===== src/tga_dec_pkg.sv =====
// tga_dec_pkg: word types, mode codes, image kinds and register indexes
// shared by the tga pixel stream decoder modules other than tga_dec_pal_mem
// no dependencies
`default_nettype none

package tga_dec_pkg;

    // input word modes
    localparam logic [1:0] MODE_DATA  = 2'd0;
    localparam logic [1:0] MODE_MAP   = 2'd1;
    localparam logic [1:0] MODE_START = 2'd2;

    // image kinds
    localparam logic [2:0] KIND_MAP8   = 3'd0;
    localparam logic [2:0] KIND_TRUE16 = 3'd1;
    localparam logic [2:0] KIND_TRUE24 = 3'd2;
    localparam logic [2:0] KIND_TRUE32 = 3'd3;
    localparam logic [2:0] KIND_GREY8  = 3'd4;
    localparam logic [2:0] KIND_GREY16 = 3'd5;

    // configuration register indexes
    localparam logic [1:0] CFG_KIND  = 2'd0;
    localparam logic [1:0] CFG_RLE   = 2'd1;
    localparam logic [1:0] CFG_TOTAL = 2'd2;

    localparam int CFG_DATA_W = 24;

    // rle packet header fields
    localparam logic [7:0] HDR_COUNT_MASK = 8'h7f;
    localparam logic [7:0] HDR_RUN_BIT    = 8'h80;

    // input word
    typedef struct packed {
        logic [1:0]  mode;
        logic [7:0]  data_byte;
        logic [7:0]  map_index;
        logic [23:0] map_entry;
    } item_word_t;

    // result word
    typedef struct packed {
        logic [7:0] chan_first;
        logic [7:0] chan_second;
        logic [7:0] chan_third;
        logic [7:0] chan_fourth;
        logic [7:0] repeat_count;
        logic       image_last;
    } pix_word_t;

    // assembled pixel waiting for palette data and formatting
    typedef struct packed {
        logic [2:0]  kind;
        logic [23:0] gather;
        logic [7:0]  top_byte;
        logic [7:0]  rep;
        logic        last;
        logic        pal_hit;
    } pix_stage_t;

    // bytes per pixel for a kind, zero for unused codes
    function automatic logic [2:0] kind_bytes(input logic [2:0] kind);
        logic [2:0] n;
        case (kind)
            KIND_MAP8:   n = 3'd1;
            KIND_TRUE16: n = 3'd2;
            KIND_TRUE24: n = 3'd3;
            KIND_TRUE32: n = 3'd4;
            KIND_GREY8:  n = 3'd1;
            KIND_GREY16: n = 3'd2;
            default:     n = 3'd0;
        endcase
        return n;
    endfunction

endpackage

`default_nettype wire


===== src/tga_dec_out.sv =====
// tga_dec_out: channel formatting per image kind and the result register
// uses tga_dec_pkg
`default_nettype none

module tga_dec_out
    import tga_dec_pkg::*;
(
    input  wire logic        clk,
    input  wire logic        rst_n,
    input  wire logic        stage_valid,
    input  wire pix_stage_t  stage,
    input  wire logic [23:0] pal_data,
    output logic             stage_take,
    output logic             pix_valid,
    input  wire logic        pix_ready,
    output pix_word_t        pix
);

    logic      pix_valid_reg, pix_valid_next;
    pix_word_t pix_reg, pix_next;
    logic [7:0] b0, b1, b2;

    assign b0 = stage.gather[7:0];
    assign b1 = stage.gather[15:8];
    assign b2 = stage.gather[23:16];

    // result register takes a pixel when empty or being drained
    assign stage_take = stage_valid & (~pix_valid_reg | pix_ready);

    // bgr(a) to rgb(a), 5-5-5 expansion, palette lookup, grey pass-through
    always_comb
    begin
        pix_next              = '0;
        pix_next.repeat_count = stage.rep;
        pix_next.image_last   = stage.last;
        case (stage.kind)
            KIND_MAP8:
            begin
                if (stage.pal_hit)
                begin
                    pix_next.chan_first  = pal_data[23:16];
                    pix_next.chan_second = pal_data[15:8];
                    pix_next.chan_third  = pal_data[7:0];
                end
            end
            KIND_TRUE16:
            begin
                pix_next.chan_first  = {b1[6:2], 3'b000};
                pix_next.chan_second = {b1[1:0], b0[7:5], 3'b000};
                pix_next.chan_third  = {b0[4:0], 3'b000};
            end
            KIND_TRUE24:
            begin
                pix_next.chan_first  = b2;
                pix_next.chan_second = b1;
                pix_next.chan_third  = b0;
            end
            KIND_TRUE32:
            begin
                pix_next.chan_first  = b2;
                pix_next.chan_second = b1;
                pix_next.chan_third  = b0;
                pix_next.chan_fourth = stage.top_byte;
            end
            KIND_GREY8:
            begin
                pix_next.chan_first = b0;
            end
            default:
            begin
                pix_next.chan_first  = b0;
                pix_next.chan_second = b1;
            end
        endcase
    end

    assign pix_valid_next = stage_valid | (pix_valid_reg & ~pix_ready);

    // result valid
    always_ff @(posedge clk or negedge rst_n)
    begin
        if (!rst_n)
        begin
            pix_valid_reg <= 1'b0;
        end
        else
        begin
            pix_valid_reg <= pix_valid_next;
        end
    end

    // result payload
    always_ff @(posedge clk)
    begin
        if (stage_take)
        begin
            pix_reg <= pix_next;
        end
    end

    assign pix_valid = pix_valid_reg;
    assign pix       = pix_reg;

endmodule

`default_nettype wire


===== config.mk =====
export PLATFORM = sky130hd
export DESIGN_NAME = tga_dec_out
export DESIGN_NICKNAME = d
export VERILOG_FILES = /design/src/tga_dec_pkg.sv /design/src/tga_dec_out.sv
export SDC_FILE = /design/constraint.sdc
export NUM_CORES = 1
export LEC_CHECK = 0
export ABC_AREA = 0
export ABC_CLOCK_PERIOD_IN_PS = 2430
export BUFFER_PORTS_ARGS = -buffer_cell sky130_fd_sc_hd__buf_2
export CAP_MARGIN = 15
export CORE_ASPECT_RATIO = 1.2
export CORE_MARGIN = 2
export CORE_UTILIZATION = 42
export CTS_CLUSTER_SIZE = 12
export DETAILED_ROUTE_END_ITERATION = 10
export PLACE_DENSITY = 0.85
export RECOVER_POWER = 25
export SKIP_LAST_GASP = 1
export SYNTH_ARGS = -nofsm -noshare
export SYNTH_HDL_FRONTEND = slang
export SYNTH_SLANG_ARGS = --single-unit

===== constraint.sdc =====
create_clock -name clk -period 2.43 [get_ports clk]
set_clock_uncertainty 0.05 [all_clocks]
set_input_delay 0.243 -clock clk [delete_from_list [all_inputs] [get_ports clk]]
set_output_delay 0.243 -clock clk [all_outputs]
set_load 0.05 [all_outputs]

==> results of run 1 <==
## worst register-to-register path, delay by kind of cell, from the launching register on
family / cells / cell delay [ns]
buffers and inverters: 1 / 0.28
DFF: 1 / 0.38
and+or+nand+nor: 2 / 0.43
## worst paths after layout
path                               to  depth (start not counted)  slack [ns]
hold reg to reg             pix_valid                          2        0.47
hold / removal                 pix[6]                          1        0.09
max in group asynchronous   pix_valid                          2        2.01
setup reg to reg               pix[9]                          3        0.99
setup / recovery           stage_take                          3        0.72
min in group asynchronous   pix_valid                          2        0.24
## cell families (layout without fill, tap and decap cells)
group	count (synthesis)	after routing	share of synthesized area [%]
flip-flops	42	42	67.4
buffers and inverters	19	136	4.70
AND/OR/NAND/NOR	38	38	12.0
AO/OA/AOI/OAI	39	39	15.9
## layout by cell type (no fill, tap or decap)
cell	n
dlygate4sd3_1	1
dfrtp_1	1
clkbuf_8	6
edfxtp_1	41
a21o_1	1
a221oi_1	13
and3_1	8
nand2_1	5
clkinv_2	1
a211oi_1	5
a22o_1	3
nand2b_1	2
nor2b_1	2
a32oi_1	5
nor3b_2	1
buf_2	95
inv_1	8
nand3b_1	5
a22oi_1	3
clkbuf_1	21
a21oi_1	9
and2_2	1
buf_4	4
nor4b_4	1
nor2_1	13
## power by group
group          total [mW]  internal (mW)  switching (mW)
Sequential          0.860          0.849          0.0109
Combinational       0.367          0.105           0.262
Clock               0.445          0.229           0.216
## routing by layer
layer	GRT usage [%]	part of all wire, %
met1	23.7	39
met3	3.52	9.2
met4	8.09	2.6
met5	0	0
met2	34.4	50
## through the flow
step           worst slack (ns)  hold slack [ns]
5_1_grt                   0.635           0.0735
3_3_place_gp              0.712          -0.0322
2_1_floorplan             0.511           -0.103
4_1_cts                   0.696           0.0792
6_report                  0.722           0.0882
3_5_place_dp              0.598          -0.0319
## final cells by class
cell class | instances | area share (%)
inverters | 8 | 1.17
multi-input cells | 77 | 20.3
well taps | 56 | 2.74
repair buffers | 120 | 23.1
clock buffers | 7 | 3.37
clock inverters | 1 | 0.196
flip-flops and latches | 42 | 49.1
==> flow_metrics.env, run 1 <==
export IMPL_status="completed"
export IMPL_final_net_count=327
export IMPL_die_w_um=64.8
export IMPL_grt_pass1_wl_mm=7.49
export IMPL_postSynthNetCount=211
export IMPL_slew_headroom_pct=51.4
export IMPL_grt_ovfl_total=0
export IMPL_grt_max_degree=39
export IMPL_yosysUniqueCellTypes=23
export IMPL_vias=1656
export IMPL_fillers=375
export IMPL_layout_cells_non_filler=311
export IMPL_gr_usage_all_layers_pct=19.8
export IMPL_cts_buffer_depth=2
export IMPL_critPathMaxFanout=14
export IMPL_finalCritPeriodShare_pct=70.3
export IMPL_drv_slew=0
export IMPL_synth_most_common_cell="edfxtp_1"
export IMPL_numCtsBuffers=5
export IMPL_ys_warn_count=0
export IMPL_io_buffers=115
export IMPL_drt_iter0_drc=105
export IMPL_antenna_found_initial=0
export IMPL_syn_inst=138
export IMPL_cp_arrival_ns=1.42
export IMPL_period_needed_ns=1.71
export IMPL_drc_errors=0
export IMPL_gp_congestion=0.811
export IMPL_synthFlopType="edfxtp_1"
export IMPL_regArea_sq_um=1260
export IMPL_ys_seq_area_share_pct=67.4
export IMPL_setup_viol=0
export IMPL_final_hold_violation_count=0
export IMPL_cts_tree="yes"
export IMPL_place_area_sq_um=2480
export IMPL_drive_gt1_share_pct=42.7
export IMPL_first_pass_iters=4
export IMPL_syn_to_final_growth_pct=37.3
export IMPL_cts_sinks=42
export IMPL_start_util_pct=43.7
export IMPL_postSynthAreaPerCell_sq_um=13.5
export IMPL_die_h_um=77.0
export IMPL_cts_root_buffer="clkbuf_8"
export IMPL_worstSetupStartpoint="pix_valid"
export IMPL_ir_worst_vdd_mv=0.321
export IMPL_cp_top_family="simple AND/OR/NAND/NOR gates"
export IMPL_path_cells="nand2b_1 -> and2_2 -> buf_2"
export IMPL_cap_violations=0
export IMPL_worst_path_buf_inv=1
export IMPL_fin_util_pct=60.0
export IMPL_synth_commonest_cells="edfxtp_1 (41), a221oi_1 (13), nor2_1 (13), a21oi_1 (9)"
export IMPL_ctsResizeCount=0
export IMPL_synth_area_leaders="edfxtp_1 (66%), a221oi_1 (6.1%), and3_1 (2.7%)"
export IMPL_yosys_register_bits=42
export IMPL_reg2reg_from="pix_valid"
export IMPL_synth_edff_count=41
export IMPL_dieArea_sq_um=4990
export IMPL_path_clk_slew_ns=0.06
export IMPL_htreeDepth=2
export IMPL_power_total_mw=1.67
export IMPL_cp_required_ns=2.14
export IMPL_yosys_area_top_type="edfxtp_1"
export IMPL_rows=26
export IMPL_hold_class="in2reg"
export IMPL_min_from="stage[7]"
export IMPL_antenna_left=0
export IMPL_fmax_mhz=585
export IMPL_grt_pass1_vias=1567
export IMPL_cts_setup_buffers=0
export IMPL_final_area_sq_um=2560
export IMPL_cp_start_kind="flip-flop"
export IMPL_routedWlPerCell_um=15.5
export IMPL_hpwlAfterDp_mm=3.67
export IMPL_viasPerCell=5.32
export IMPL_slowest_delay_ns=0.38
export IMPL_drt_total_wl_mm=4.82
export IMPL_post_place_cells=302
export IMPL_core_area_sq_um=4260
export IMPL_rsz0062_at_grt="no"
export IMPL_power_density_nw_per_um2=653
export IMPL_endpoint_kind="output port"
export IMPL_multiInputGateArea_sq_um=520
export IMPL_async_flop_share_pct=2.38
export IMPL_critPathSlowestCell="dfrtp_1"
export IMPL_cts_hold_buffers_added=1
export IMPL_leakagePower_nw=1.11
export IMPL_largest_reg_flops=41
export IMPL_clock_latency_ns=0.28
export IMPL_ios=116
export IMPL_synthesis_area_sq_um=1860
export IMPL_critPathKind="reg2out"
export IMPL_finalSetupTns_ns=0
export IMPL_tightest_slew_ns=0.726
export IMPL_diodes=0
export IMPL_synth_top_cell_area_share_pct=66.1
(Power assumes the default switching activity.)
==> run 2, diff against run 1 <==
--- a/config.mk
+++ b/config.mk
@@ -6,15 +6,15 @@
 export NUM_CORES = 1
 export LEC_CHECK = 0
 export ABC_AREA = 0
-export ABC_CLOCK_PERIOD_IN_PS = 2430
+export ABC_CLOCK_PERIOD_IN_PS = 1450
 export BUFFER_PORTS_ARGS = -buffer_cell sky130_fd_sc_hd__buf_2
 export CAP_MARGIN = 15
 export CORE_ASPECT_RATIO = 1.2
 export CORE_MARGIN = 2
-export CORE_UTILIZATION = 42
+export CORE_UTILIZATION = 38
 export CTS_CLUSTER_SIZE = 12
 export DETAILED_ROUTE_END_ITERATION = 10
-export PLACE_DENSITY = 0.85
+export PLACE_DENSITY = 0.81
 export RECOVER_POWER = 25
 export SKIP_LAST_GASP = 1
 export SYNTH_ARGS = -nofsm -noshare
==> constraint.sdc (replaced) <==
create_clock -name clk -period 1.45 [get_ports clk]
set_clock_uncertainty 0.05 [all_clocks]
set_input_delay 0.145 -clock clk [delete_from_list [all_inputs] [get_ports clk]]
set_output_delay 0.145 -clock clk [all_outputs]
set_load 0.05 [all_outputs]
==> flow_metrics.env, run 2 (synthesized netlist as in run 1, its figures left out) <==
export IMPL_worst_r2r_endpoint="pix[11]"
export IMPL_io_buffers=115
export IMPL_routedWlPerCell_um=14.8
export IMPL_cp_required_ns=1.25
export IMPL_finalCritPeriodShare_pct=93.0
export IMPL_status="completed"
export IMPL_rows=27
export IMPL_antenna_left=0
export IMPL_syn_to_final_growth_pct=48.7
export IMPL_grt_pass1_vias=1612
export IMPL_start_util_pct=40.0
export IMPL_viasPerCell=5.09
export IMPL_place_area_sq_um=2550
export IMPL_endpoint_kind="output port"
export IMPL_period_needed_ns=1.35
export IMPL_cts_root_buffer="clkbuf_8"
export IMPL_worstHoldPathCells=2
export IMPL_core_area_sq_um=4660
export IMPL_power_total_mw=2.88
export IMPL_fillers=415
export IMPL_cts_tree="yes"
export IMPL_rr_worst_depth=4
export IMPL_largest_reg_flops=41
export IMPL_power_density_nw_per_um2=1040
export IMPL_reg2reg_from="pix_valid"
export IMPL_final_hold_violation_count=0
export IMPL_tightest_slew_ns=0.792
export IMPL_hold_class="in2reg"
export IMPL_diodes=0
export IMPL_grt_pass1_wl_mm=7.31
export IMPL_vias=1691
export IMPL_final_net_count=346
export IMPL_slew_headroom_pct=47.1
export IMPL_drt_total_wl_mm=4.91
export IMPL_rsz0062_at_grt="no"
export IMPL_clock_latency_ns=0.28
export IMPL_gp_congestion=0.789
export IMPL_cap_violations=0
export IMPL_cts_buffer_depth=2
export IMPL_grt_ovfl_total=0
export IMPL_layout_common_cells="buf_2 (107), edfxtp_1 (41), a221oi_1 (13), nor2_1 (13), buf_4 (11)"
export IMPL_hpwlAfterDp_mm=3.72
export IMPL_first_pass_iters=4
export IMPL_dieArea_sq_um=5480
export IMPL_cp_start_kind="flip-flop"
export IMPL_min_from="stage_valid"
export IMPL_critPathKind="reg2out"
export IMPL_final_area_sq_um=2770
export IMPL_cts_sinks=42
export IMPL_critPathMaxFanout=7
export IMPL_drive_gt1_share_pct=48.2
export IMPL_htreeDepth=2
export IMPL_numCtsBuffers=5
export IMPL_drc_errors=0
export IMPL_final_common_cell="buf_2"
export IMPL_fmax_mhz=741
export IMPL_finalSetupTns_ns=0
export IMPL_ios=116
export IMPL_grt_max_degree=22
export IMPL_fin_util_pct=59.4
export IMPL_die_h_um=80.7
export IMPL_setup_viol=0
export IMPL_path_clk_slew_ns=0.08
export IMPL_whs_endpoint="pix_valid"
export IMPL_leakagePower_nw=1.24
export IMPL_r2r_setup_slack_ns=0.11
export IMPL_antenna_found_initial=0
export IMPL_drv_slew=0
export IMPL_die_w_um=67.9
export IMPL_gr_usage_all_layers_pct=18.1
export IMPL_drt_iter0_drc=91
export IMPL_hold_ws_ns=0.0457
export IMPL_cp_arrival_ns=1.15
export IMPL_ir_worst_vdd_mv=0.554
[run 2: worst max-delay path by stage]
stage / startpoint / to / slack (ns) / depth (start not counted)
finish: pix_valid / stage_take / 0.10 / 3
detailed placement: stage[42] / pix[31] / -0.006 / 4
global route: pix_valid / stage_take / 0.02 / 3
global placement: stage[42] / pix[24] / 0.04 / 5
floorplan: pix_valid / pix[0] / -0.09 / 2
CTS: pix_valid / stage_take / 0.02 / 3
[run 2: worst max-delay path, cell delays in order, from the launching register on]
cell and delay [ns]:
dfrtp_2 0.41, nand2b_1 0.10, and2_4 0.20, buf_6 0.17
[run 2: per-stage QoR]
stage / std cells / setup slack, ns
6_report: 332 / 0.101
4_1_cts: 327 / 0.0195
2_1_floorplan: 138 / -0.0924
3_5_place_dp: 309 / -0.00632
5_1_grt: 332 / 0.0248
3_3_place_gp: 309 / 0.0427
[run 2: final cells by class]
class                   instances  area (sq um)  area share, %
clock buffers                   5          68.8           2.48
clock inverters                 3          25.0          0.903
inverters                       8          30.0           1.08
multi-input cells              77           517           18.7
flip-flops and latches         42          1260           45.4
well taps                      58          72.6           2.62
repair buffers                139           800           28.9
[run 2: metal layers]
| metal | part of all wire [%] | track usage (%) |
|---|---|---|
| met2 | 51 | 31.5 |
| met5 | 0 | 0 |
| met3 | 7.2 | 3.92 |
| met4 | 1.9 | 7.20 |
| met1 | 40 | 21.2 |
[run 2: repair_timing]
| action | CTS | global route |
|---|---|---|
| gates resized for setup | 2 | 0 |
| setup endpoints to repair | 1 | 1 |
| gates cloned | 0 | 0 |
| pin swaps | 0 | 1 |
| setup buffers | 0 | 5 |
| hold buffers | 10 | 0 |
| endpoints found under the hold margin | 10 | 0 |
[run 2: report_power, final]
part           switching, mW  internal (mW)  leakage (nW)  total, mW
Combinational          0.451          0.227         0.783      0.678
Clock                  0.414          0.347        0.0447      0.761
Sequential            0.0164           1.42         0.408       1.44
Total                  0.881           2.00          1.24       2.88
