### src/tga_dec_pkg.sv
// tga_dec_pkg: word types, mode codes, image kinds and register indexes
// shared by the tga pixel stream decoder modules other than tga_dec_pal_mem
// no dependencies
`default_nettype none

package tga_dec_pkg;

    // input word modes
    localparam logic [1:0] MODE_DATA  = 2'd0;
    localparam logic [1:0] MODE_MAP   = 2'd1;
    localparam logic [1:0] MODE_START = 2'd2;

    // image kinds
    localparam logic [2:0] KIND_MAP8   = 3'd0;
    localparam logic [2:0] KIND_TRUE16 = 3'd1;
    localparam logic [2:0] KIND_TRUE24 = 3'd2;
    localparam logic [2:0] KIND_TRUE32 = 3'd3;
    localparam logic [2:0] KIND_GREY8  = 3'd4;
    localparam logic [2:0] KIND_GREY16 = 3'd5;

    // configuration register indexes
    localparam logic [1:0] CFG_KIND  = 2'd0;
    localparam logic [1:0] CFG_RLE   = 2'd1;
    localparam logic [1:0] CFG_TOTAL = 2'd2;

    localparam int CFG_DATA_W = 24;

    // rle packet header fields
    localparam logic [7:0] HDR_COUNT_MASK = 8'h7f;
    localparam logic [7:0] HDR_RUN_BIT    = 8'h80;

    // input word
    typedef struct packed {
        logic [1:0]  mode;
        logic [7:0]  data_byte;
        logic [7:0]  map_index;
        logic [23:0] map_entry;
    } item_word_t;

    // result word
    typedef struct packed {
        logic [7:0] chan_first;
        logic [7:0] chan_second;
        logic [7:0] chan_third;
        logic [7:0] chan_fourth;
        logic [7:0] repeat_count;
        logic       image_last;
    } pix_word_t;

    // assembled pixel waiting for palette data and formatting
    typedef struct packed {
        logic [2:0]  kind;
        logic [23:0] gather;
        logic [7:0]  top_byte;
        logic [7:0]  rep;
        logic        last;
        logic        pal_hit;
    } pix_stage_t;

    // bytes per pixel for a kind, zero for unused codes
    function automatic logic [2:0] kind_bytes(input logic [2:0] kind);
        logic [2:0] n;
        case (kind)
            KIND_MAP8:   n = 3'd1;
            KIND_TRUE16: n = 3'd2;
            KIND_TRUE24: n = 3'd3;
            KIND_TRUE32: n = 3'd4;
            KIND_GREY8:  n = 3'd1;
            KIND_GREY16: n = 3'd2;
            default:     n = 3'd0;
        endcase
        return n;
    endfunction

endpackage

`default_nettype wire

### src/tga_dec_pkt.sv
// tga_dec_pkt: rle packet tracking, pixel byte assembly and pixel count,
// with the stage register that holds one assembled pixel; uses tga_dec_pkg
`default_nettype none

module tga_dec_pkt
    import tga_dec_pkg::*;
#(
    parameter int COUNT_WIDTH = 24,
    parameter int AW          = 8,
    parameter int DEPTH       = 256
) (
    input  wire logic                   clk,
    input  wire logic                   rst_n,
    input  wire logic                   accept,
    input  wire item_word_t             item,
    input  wire logic [2:0]             kind,
    input  wire logic                   rle_on,
    input  wire logic [23:0]            pixel_total,
    input  wire logic                   stage_take,
    output logic                        stage_valid,
    output pix_stage_t                  stage,
    output logic                        rd_en,
    output logic [AW-1:0]               rd_addr,
    output logic [COUNT_WIDTH-1:0]      pixels_left
);

    logic [7:0]             packet_left_reg, packet_left_next;
    logic                   packet_run_reg, packet_run_next;
    logic                   expect_header_reg, expect_header_next;
    logic [1:0]             byte_slot_reg, byte_slot_next;
    logic [23:0]            gather_reg, gather_next;
    logic [COUNT_WIDTH-1:0] pixels_left_reg, pixels_left_next;
    logic                   stage_valid_reg, stage_valid_next;
    pix_stage_t             stage_reg, stage_next;

    logic [2:0]  need;
    logic [23:0] shifted;
    logic [23:0] full;
    logic [7:0]  rep;
    logic        load;

    assign need = kind_bytes(kind);

    // current byte placed at its slot in the little-endian pixel
    always_comb
    begin
        case (byte_slot_reg)
            2'd0:    shifted = {16'd0, item.data_byte};
            2'd1:    shifted = {8'd0, item.data_byte, 8'd0};
            2'd2:    shifted = {item.data_byte, 16'd0};
            default: shifted = 24'd0;
        endcase
        full = gather_reg | shifted;
    end

    // packet and assembly state update for one accepted word
    always_comb
    begin
        packet_left_next   = packet_left_reg;
        packet_run_next    = packet_run_reg;
        expect_header_next = expect_header_reg;
        byte_slot_next     = byte_slot_reg;
        gather_next        = gather_reg;
        pixels_left_next   = pixels_left_reg;
        rep                = 8'd1;
        load               = 1'b0;

        if (accept)
        begin
            case (item.mode)
                MODE_START:
                begin
                    pixels_left_next   = COUNT_WIDTH'(pixel_total);
                    expect_header_next = 1'b1;
                    packet_left_next   = 8'd0;
                    packet_run_next    = 1'b0;
                    byte_slot_next     = 2'd0;
                    gather_next        = 24'd0;
                end
                MODE_DATA:
                begin
                    if (pixels_left_reg != '0 && need != 3'd0)
                    begin
                        if (rle_on && expect_header_reg)
                        begin
                            // packet header byte
                            packet_run_next    = |(item.data_byte & HDR_RUN_BIT);
                            packet_left_next   = (item.data_byte & HDR_COUNT_MASK) + 8'd1;
                            expect_header_next = 1'b0;
                            byte_slot_next     = 2'd0;
                            gather_next        = 24'd0;
                        end
                        else if ({1'b0, byte_slot_reg} + 3'd1 < need)
                        begin
                            gather_next    = full;
                            byte_slot_next = byte_slot_reg + 2'd1;
                        end
                        else
                        begin
                            // last byte of the pixel
                            load           = 1'b1;
                            byte_slot_next = 2'd0;
                            gather_next    = 24'd0;
                            if (rle_on && packet_run_reg)
                            begin
                                if (COUNT_WIDTH'(packet_left_reg) > pixels_left_reg)
                                begin
                                    rep = pixels_left_reg[7:0];
                                end
                                else
                                begin
                                    rep = packet_left_reg;
                                end
                                packet_left_next   = 8'd0;
                                expect_header_next = 1'b1;
                            end
                            else if (rle_on)
                            begin
                                packet_left_next = packet_left_reg - 8'd1;
                                if (packet_left_reg == 8'd1)
                                begin
                                    expect_header_next = 1'b1;
                                end
                            end
                            pixels_left_next = pixels_left_reg - COUNT_WIDTH'(rep);
                        end
                    end
                end
                default:
                begin
                end
            endcase
        end
    end

    // stage register contents
    always_comb
    begin
        stage_next.kind     = kind;
        stage_next.gather   = full;
        stage_next.top_byte = item.data_byte;
        stage_next.rep      = rep;
        stage_next.last     = (pixels_left_next == '0);
        stage_next.pal_hit  = ({1'b0, full[7:0]} < 9'(DEPTH));
        stage_valid_next    = load | (stage_valid_reg & ~stage_take);
    end

    // control state
    always_ff @(posedge clk or negedge rst_n)
    begin
        if (!rst_n)
        begin
            packet_left_reg   <= 8'd0;
            packet_run_reg    <= 1'b0;
            expect_header_reg <= 1'b1;
            byte_slot_reg     <= 2'd0;
            gather_reg        <= 24'd0;
            pixels_left_reg   <= '0;
            stage_valid_reg   <= 1'b0;
        end
        else
        begin
            packet_left_reg   <= packet_left_next;
            packet_run_reg    <= packet_run_next;
            expect_header_reg <= expect_header_next;
            byte_slot_reg     <= byte_slot_next;
            gather_reg        <= gather_next;
            pixels_left_reg   <= pixels_left_next;
            stage_valid_reg   <= stage_valid_next;
        end
    end

    // stage payload
    always_ff @(posedge clk)
    begin
        if (load)
        begin
            stage_reg <= stage_next;
        end
    end

    assign stage_valid = stage_valid_reg;
    assign stage       = stage_reg;
    assign rd_en       = load;
    assign rd_addr     = full[AW-1:0];
    assign pixels_left = pixels_left_reg;

endmodule

`default_nettype wire

### config.mk
export PLATFORM = sky130hd
export DESIGN_NAME = tga_dec_pkt
export DESIGN_NICKNAME = d
export VERILOG_FILES = /design/src/tga_dec_pkg.sv /design/src/tga_dec_pkt.sv
export SDC_FILE = /design/constraint.sdc
export NUM_CORES = 1
export LEC_CHECK = 0
export CAP_MARGIN = 20
export CORE_ASPECT_RATIO = 0.5
export CORE_MARGIN = 5
export CORE_UTILIZATION = 50
export CTS_BUF_LIST = sky130_fd_sc_hd__clkbuf_16
export DETAILED_ROUTE_END_ITERATION = 10
export DONT_BUFFER_PORTS = 1
export GPL_ROUTABILITY_DRIVEN = 0
export GPL_TIMING_DRIVEN = 0
export PLACE_DENSITY = 0.71
export SLEW_MARGIN = 20
export SYNTH_ARGS = -nofsm -noshare
export SYNTH_HDL_FRONTEND = slang
export SYNTH_SLANG_ARGS = --single-unit
### constraint.sdc
create_clock -name clk -period 7.9 [get_ports clk]
set_clock_uncertainty 0.15 [all_clocks]
set_input_delay 0.79 -clock clk [delete_from_list [all_inputs] [get_ports clk]]
set_output_delay 0.79 -clock clk [all_outputs]
set_load 0.005 [all_outputs]
==> results.json, run 1 <==
{
  "crit_slowest_cell": "sky130_fd_sc_hd__or4_1",
  "route.final.wire_length_mm": 15.9,
  "syn-num-nets": 708,
  "cts_root_buf": "sky130_fd_sc_hd__clkbuf_16",
  "rows": 28,
  "cts_made_buffers": 9,
  "synth-seq-cells": 105,
  "leakage_nw": 2.65,
  "post_cts_resized": 0,
  "clock_tree_from_tritoncts": "yes",
  "clock-sinks": 105,
  "timing.final.setup_violations": 0,
  "synthMostInstantiatedCell": "sky130_fd_sc_hd__dfrtp_1",
  "ys_async_sr_fraction_pct": 58.1,
  "netlist_area_um2": 5900,
  "antenna_found_initial": 1,
  "max-cap-violations": 0,
  "layout.cell_area.non_filler_um2": 6460,
  "slew_headroom_pct": 44.6,
  "critical_path_required_ns": 7.90,
  "instance_area_after_placement_um2": 6120,
  "synth-warning-count": 0,
  "post-route-period-util_pct": 82.2,
  "die_area_um2": 14200,
  "grt_start_max_net_pins": 61,
  "routed_met3_length_mm": 1.50,
  "core-area_um2": 11700,
  "vias_in_the_first_global_route": 4660,
  "synth.yosys.seq_area_share_pct": 48.3,
  "drt_pre_antenna_iters": 6,
  "die_ht_um": 86.8,
  "clk_transition_reported_paths_ns": 0.08,
  "residual_antenna_violating_net_count_after_detailed_routing": 0,
  "tns_ns": 0,
  "synth.area.top_cells": "sky130_fd_sc_hd__dfrtp_1 25%, sky130_fd_sc_hd__edfxtp_1 22%, sky130_fd_sc_hd__ha_1 5.9%",
  "final_util_pct": 55.4,
  "number_of_flip_flops_under_the_largest_register_name": 44,
  "htree_levels": 3,
  "die_w_um": 164,
  "worstPathCellList": "or4_1 -> nor3_1 -> nand2_1 -> nor3_1 -> and3_1 -> clkbuf_1 -> mux2_2 -> nand3_1 -> ha_1 -> a21oi_1 -> o21ai_1 -> or3_1 -> nor3_1 -> buf_2 -> a21oi_1 -> or3_1 -> or3_1 -> or4_1 -> nor4_2",
  "route.layer.met1.wl_mm": 7.08,
  "number_of_synthesized_flops_with_an_enable_pin": 44,
  "global_route.usage.total_pct": 22.6,
  "avgRoutedWirePerCell_um": 20.1,
  "final_hold_viol_count": 0,
  "ctsLongestPathBuffers": 2,
  "first_pass_grt_wire_length_mm": 25.2,
  "tightestPinTransition_ns": 0.824,
  "synth_cell_types": 67,
  "synth_area_per_cell_um2": 9.75,
  "first_iter_violations": 399,
  "area.growth.synth_to_final_pct": 9.61,
  "detailedPlacementHpwl_mm": 11.6,
  "portBuffers": 0,
  "final_period_minus_worst_setup_slack_ns": 6.50,
  "post-synth-top-area-cell": "sky130_fd_sc_hd__dfrtp_1",
  "critPathTopFamily": "simple AND/OR/NAND/NOR gates",
  "run_status": "finished, final reports clean",
  "timing_max_transition_violations_final": 0,
  "global_route_congestion_overflow_total": 0,
  "rsz_0062_raised_after_global_routing": "no",
  "met2WireLength_mm": 7.10,
  "path_class": "flip-flop to flip-flop",
  "power.density_cell_area_nw_per_um2": 224,
  "ys_dominant_reg_cell": "sky130_fd_sc_hd__dfrtp_1",
  "ys_top_cells_by_count": "60 x sky130_fd_sc_hd__dfrtp_1, 51 x sky130_fd_sc_hd__nand2_1, 45 x sky130_fd_sc_hd__a21oi_1, 45 x sky130_fd_sc_hd__inv_1",
  "worst-endpoint-arrival_ns": 6.50,
  "maxClockFrequency_mhz": 154,
  "final_layout_size_suffix_gt1_share_pct": 8.03,
  "final.fill_count": 992,
  "synthCells": 605,
  "reg2reg_slack_ns": 1.40,
  "vdd.ir_drop.worst_mv": 0.0975,
  "yosysTopAreaCellShare_pct": 25.5,
  "critical_path.endpoint_type": "flip-flop",
  "final_nets": 721,
  "critical_path_peak_fanout": 10,
  "route.detailed.drc": 0,
  "pin_count": 153,
  "crit_path_max_incr_delay_ns": 0.60,
  "min_path_type": "input port to async pin",
  "initial_utilization_pct": 50.5,
  "dr_total_vias": 4866,
  "timing.critical_path.from_type": "flip-flop",
  "cp.buffers_inverters": 2,
  "via_to_cell_ratio": 6.17,
  "insertion_delay_to_the_later_sink_of_the_worst_skew_pair_ns": 0.36,
  "maxUsedRoutingLayer": "met4"
}
metrics by stage:
| stage | worst slack (ns) | std cells | power [mW] | hold WS (ns) |
|---|---|---|---|---|
| 5_1_grt | 1.09 | 789 | 1.52 | 0.116 |
| 3_5_place_dp | 1.55 | 771 | 0.991 | 0.317 |
| 6_report | 1.40 | 789 | 1.45 | 0.130 |
| 4_1_cts | 1.49 | 788 | 1.45 | 0.122 |
| 3_3_place_gp | 1.60 | 770 | 0.982 | 0.310 |
| 2_1_floorplan | 2.41 | 605 | 0.903 | 0.299 |
timing repair:
action                    4_1_cts  5_1_grt
buffers inserted                0        0
hold buffers                    1        0
hold endpoints to repair       60        0
final cells by class:
type,count,area (um2),area share [%]
diodes,1,2.50,0.0387
plain buffers,38,181,2.81
clock buffers,9,225,3.48
clock inverters,7,85.1,1.32
inverters,46,173,2.67
multi-input cells,416,2690,41.7
flip-flops and latches,105,2850,44.1
well taps,165,206,3.19
repair buffers,2,47.5,0.736
worst register-to-register path: cells and delay by family (launching register included):
| kind | cells | cell delay (ns) |
|---|---|---|
| AND/OR/NAND/NOR | 12 | 3.88 |
| buffers and inverters | 2 | 0.66 |
| flip-flops | 1 | 0.49 |
| AO/OA/AOI/OAI | 3 | 0.42 |
| multiplexers | 1 | 0.39 |
| adder cells (fa/ha/maj) | 1 | 0.29 |
logic make-up (layout without fill, tap and decap cells):
family / after synthesis / in the layout / synth area share [%]
other: 1 / 2 / 0.0636
buffers and inverters: 84 / 102 / 6.00
adder cells (fa/ha/maj): 29 / 29 / 6.28
multiplexers: 10 / 10 / 1.82
AO/OA/AOI/OAI: 153 / 153 / 17.2
AND/OR/NAND/NOR: 211 / 211 / 18.5
XOR/XNOR: 12 / 12 / 1.78
flip-flops: 105 / 105 / 48.3
worst paths after layout:
kind,start,end,depth (start not counted)
max reg2reg,pixels_left[10]$_DFF_PN0_,stage[1]$_DFFE_PP_,19
min reg2reg,gather_reg[18]$_DFFE_PN0P_,gather_reg[18]$_DFFE_PN0P_,2
max in group asynchronous,rst_n,pixels_left[7]$_DFF_PN0_,1
min in group clk,gather_reg[18]$_DFFE_PN0P_,gather_reg[18]$_DFFE_PN0P_,2
max,pixels_left[10]$_DFF_PN0_,stage[1]$_DFFE_PP_,19
min,rst_n,expect_header_reg$_DFFE_PN1P_,0
cell usage in the layout, fill, tap and decap left out, types with 6 or more instances in the layout:
cell and instances:
sky130_fd_sc_hd__o22ai_1 7, sky130_fd_sc_hd__and3_1 6, sky130_fd_sc_hd__edfxtp_1 44, sky130_fd_sc_hd__xor2_1 7, sky130_fd_sc_hd__clkbuf_1 22, sky130_fd_sc_hd__mux2_2 6, sky130_fd_sc_hd__buf_4 10, sky130_fd_sc_hd__inv_1 44
sky130_fd_sc_hd__nor3_1 19, sky130_fd_sc_hd__a21oi_1 45, sky130_fd_sc_hd__o31ai_1 27, sky130_fd_sc_hd__a22oi_1 9, sky130_fd_sc_hd__ha_1 28, sky130_fd_sc_hd__or3_1 11, sky130_fd_sc_hd__dfrtp_1 60, sky130_fd_sc_hd__o21ai_0 20
sky130_fd_sc_hd__nand4_1 9, sky130_fd_sc_hd__nor4_1 7, sky130_fd_sc_hd__nand2_1 51, sky130_fd_sc_hd__clkbuf_16 9, sky130_fd_sc_hd__a21o_1 6, sky130_fd_sc_hd__nor2_1 44, sky130_fd_sc_hd__nand2b_1 8, sky130_fd_sc_hd__nand3_1 26
per-layer routing:
metal	track usage, %	vias to the layer above
li1	-	2239
met1	31.5	2369
met2	35.6	236
met3	6.22	22
met4	4.79	0
met5	0	-
where the power goes:
part	switching [mW]	internal, mW	leakage [nW]	total [mW]
Combinational	0.192	0.128	1.32	0.320
Sequential	0.0688	0.607	1.18	0.676
Clock	0.227	0.227	0.147	0.453
Total	0.488	0.962	2.65	1.45
No activity file was read; power rests on OpenSTA's default activity.
==> run 2, diff against run 1 <==
- ABC_AREA: default -> 1
- clock period: 7.9 -> 6.4 ns (I/O delays scaled with it)
==> results.json, run 2 <==
{
  "run_status": "finished, violations left",
  "violations": "negative hold slack",
  "avgRoutedWirePerCell_um": 16.6,
  "most-common-layout-cells": "213 x sky130_fd_sc_hd__nand2_1, 114 x sky130_fd_sc_hd__inv_1, 73 x sky130_fd_sc_hd__nor2_1",
  "grt_start_max_net_pins": 62,
  "maxUsedRoutingLayer": "met4",
  "route.detailed.drc": 0,
  "insertion_delay_to_the_later_sink_of_the_worst_skew_pair_ns": 0.35,
  "max-cap-violations": 0,
  "critical_path_required_ns": 6.44,
  "synth-warning-count": 0,
  "htree_levels": 3,
  "synth-seq-cells": 105,
  "cts_root_buf": "sky130_fd_sc_hd__clkbuf_16",
  "route.layer.met1.wl_mm": 7.20,
  "antennaDiodeCount": 0,
  "residual_antenna_violating_net_count_after_detailed_routing": 0,
  "tns_ns": 0,
  "first_pass_grt_wire_length_mm": 26.3,
  "global_route_congestion_overflow_total": 0,
  "met2WireLength_mm": 7.43,
  "die_ht_um": 88.8,
  "clock-sinks": 105,
  "power.density_cell_area_nw_per_um2": 283,
  "timing.critical_path.from_type": "flip-flop",
  "post-synth-top-area-cell": "sky130_fd_sc_hd__dfrtp_1",
  "antenna_found_initial": 0,
  "path_class": "flip-flop to flip-flop",
  "final.fill_count": 1146,
  "maxClockFrequency_mhz": 195,
  "area.growth.synth_to_final_pct": 8.65,
  "final_hold_viol_count": 3,
  "post_cts_resized": 0,
  "global_route.usage.total_pct": 22.3,
  "initial_utilization_pct": 51.8,
  "cp.buffers_inverters": 5,
  "cpMostUsedCell": "sky130_fd_sc_hd__nand2_1",
  "synthMostInstantiatedCell": "sky130_fd_sc_hd__nand2_1",
  "rows": 28,
  "critical_path_peak_fanout": 10,
  "die_w_um": 168,
  "cts_made_buffers": 9,
  "via_to_cell_ratio": 5.43,
  "die_area_um2": 14900,
  "crit_slowest_cell": "sky130_fd_sc_hd__dfrtp_1",
  "most_common_library_cell_in_the_layout_ignoring_fill_and_taps": "sky130_fd_sc_hd__nand2_1",
  "final_layout_size_suffix_gt1_share_pct": 6.25,
  "post-route-period-util_pct": 80.1,
  "synth.area.top_cells": "sky130_fd_sc_hd__dfrtp_1 24%, sky130_fd_sc_hd__edfxtp_1 21%, sky130_fd_sc_hd__nand2_1 13%",
  "ys_async_sr_fraction_pct": 58.1,
  "timing_max_transition_violations_final": 0,
  "critPathTopFamily": "simple AND/OR/NAND/NOR gates",
  "final_period_minus_worst_setup_slack_ns": 5.12,
  "final_nets": 914,
  "min_path_type": "input port to async pin",
  "syn-num-nets": 901,
  "rsz_0062_raised_after_global_routing": "no",
  "slew_headroom_pct": 48.4,
  "synthCells": 798,
  "dr_total_vias": 5329,
  "ys_dominant_reg_cell": "sky130_fd_sc_hd__dfrtp_1",
  "synth.yosys.seq_area_share_pct": 45.9,
  "vdd.ir_drop.worst_mv": 0.128,
  "core-area_um2": 12000,
  "hold-worst-slack_ns": -0.00252,
  "timing.final.setup_violations": 0,
  "critical_path.endpoint_type": "flip-flop",
  "netlist_area_um2": 6210,
  "ctsLongestPathBuffers": 2,
  "crit_path_max_incr_delay_ns": 0.52,
  "route.final.wire_length_mm": 16.3,
  "sequential_cell_area_um2": 2850,
  "pin_count": 153,
  "yosysTopAreaCellShare_pct": 24.2,
  "detailedPlacementHpwl_mm": 12.1,
  "number_of_synthesized_flops_with_an_enable_pin": 44,
  "totalPowerFinal_mw": 1.91,
  "first_iter_violations": 442,
  "synth_area_per_cell_um2": 7.78,
  "leakage_nw": 3.29,
  "number_of_flip_flops_under_the_largest_register_name": 44,
  "multi_input_comb_area_um2": 2750,
  "tightestPinTransition_ns": 0.771,
  "routed_met3_length_mm": 1.38,
  "clk_transition_reported_paths_ns": 0.07,
  "drt_pre_antenna_iters": 7,
  "vias_in_the_first_global_route": 5162,
  "ys_top_cells_by_count": "213 x sky130_fd_sc_hd__nand2_1, 114 x sky130_fd_sc_hd__inv_1, 73 x sky130_fd_sc_hd__nor2_1, 61 x sky130_fd_sc_hd__a21oi_1, 60 x sky130_fd_sc_hd__dfrtp_1",
  "synth_cell_types": 38,
  "clock_tree_from_tritoncts": "yes",
  "portBuffers": 0,
  "worst-endpoint-arrival_ns": 5.17
}
==> run 2: cell types whose count changed after synthesis, sizes merged, moves of 11 or more <==
| cell | delta |
|---|---|
| nand2 | +166 |
| o21ai | +31 |
| nand3 | +35 |
| nor3 | -12 |
| inv | +69 |
| or3 | -11 |
| o31ai | -26 |
| a21oi | +18 |
| nor2 | +35 |
==> run 2: worst reg2reg max path, stage by stage (launching register included) <==
cell and delay, ns:
sky130_fd_sc_hd__dfrtp_1 0.52, sky130_fd_sc_hd__inv_1 0.16, sky130_fd_sc_hd__ha_1 0.33, sky130_fd_sc_hd__nand2_1 0.06, sky130_fd_sc_hd__inv_1 0.08, sky130_fd_sc_hd__nand4_1 0.09, sky130_fd_sc_hd__o311a_1 0.31, sky130_fd_sc_hd__nand2_1 0.16
sky130_fd_sc_hd__clkbuf_1 0.32, sky130_fd_sc_hd__nor2_1 0.07, sky130_fd_sc_hd__nor3_1 0.30, sky130_fd_sc_hd__inv_1 0.08, sky130_fd_sc_hd__ha_1 0.23, sky130_fd_sc_hd__fa_1 0.42, sky130_fd_sc_hd__o21ai_0 0.39, sky130_fd_sc_hd__a21oi_1 0.18
sky130_fd_sc_hd__nand2_1 0.11, sky130_fd_sc_hd__nor2_2 0.05, sky130_fd_sc_hd__buf_6 0.14, sky130_fd_sc_hd__nand3_1 0.07, sky130_fd_sc_hd__nand2_1 0.06, sky130_fd_sc_hd__a21oi_1 0.18, sky130_fd_sc_hd__nand3_1 0.10, sky130_fd_sc_hd__nor2_1 0.15
sky130_fd_sc_hd__nand3_1 0.11, sky130_fd_sc_hd__nor2_1 0.16
==> run 2: worst paths after layout <==
check,from,cells past startpoint,slack (ns),endpoint
min reg2reg,gather_reg[6]$_DFFE_PN0P_,2,0.34,gather_reg[6]$_DFFE_PN0P_
max in group asynchronous,rst_n,1,5.79,expect_header_reg$_DFFE_PN1P_
min,rst_n,1,-0.003,gather_reg[6]$_DFFE_PN0P_
max,pixels_left[7]$_DFF_PN0_,25,1.28,stage[1]$_DFFE_PP_
min in group clk,item[35],0,0.23,stage[13]$_DFFE_PP_
max reg2reg,pixels_left[7]$_DFF_PN0_,25,1.28,stage[1]$_DFFE_PP_
==> run 2: repair_timing <==
action / CTS / global route
hold buffers: 1 / 0
hold endpoints to repair: 61 / 0
setup buffers: 0 / 0
==> run 2: through the flow <==
step	hold WS, ns	utilization, %	std cells	setup slack (ns)	instance area, um2
6_report	-0.00252	56.3	981	1.28	6740
5_1_grt	0.0273	56.3	981	0.814	6740
3_3_place_gp	0.196	53.5	963	1.40	6410
4_1_cts	0.0122	56.3	981	1.34	6740
2_1_floorplan	0.194	-	798	2.33	6210
3_5_place_dp	0.196	53.7	964	1.38	6430
==> run 2: area by class of cell <==
| type | instances | share of cell area (%) |
|---|---|---|
| inverters | 115 | 6.40 |
| plain buffers | 29 | 2.60 |
| clock buffers | 9 | 3.34 |
| flip-flops and latches | 105 | 42.3 |
| repair buffers | 2 | 0.705 |
| multi-input cells | 549 | 40.8 |
| clock inverters | 7 | 0.854 |
| well taps | 165 | 3.06 |
==> run 2: power breakdown <==
| part | total [mW] | leakage, nW | switching (mW) | internal [mW] |
|---|---|---|---|---|
| Combinational | 0.531 | 1.94 | 0.342 | 0.189 |
| Sequential | 0.842 | 1.21 | 0.0833 | 0.759 |
| Clock | 0.539 | 0.141 | 0.267 | 0.271 |
| Total | 1.91 | 3.29 | 0.692 | 1.22 |
==> run 2: kinds of logic (layout without fill, tap and decap cells) <==
kind of cell / Yosys count / count (layout) / share of synthesized area, %
AND/OR/NAND/NOR: 383 / 383 / 26.2
buffers and inverters: 144 / 162 / 9.78
AO/OA/AOI/OAI: 127 / 127 / 10.8
flip-flops: 105 / 105 / 45.9
adder cells (fa/ha/maj): 29 / 29 / 5.97
XOR/XNOR: 9 / 9 / 1.27
other: 1 / 1 / 0.0604
==> run 2: routing by layer <==
| metal | global-route usage, % | vias up |
|---|---|---|
| met4 | 6.19 | 0 |
| met5 | 0 | - |
| met1 | 28.8 | 2483 |
| li1 | - | 2614 |
| met2 | 37.0 | 206 |
| met3 | 7.18 | 26 |
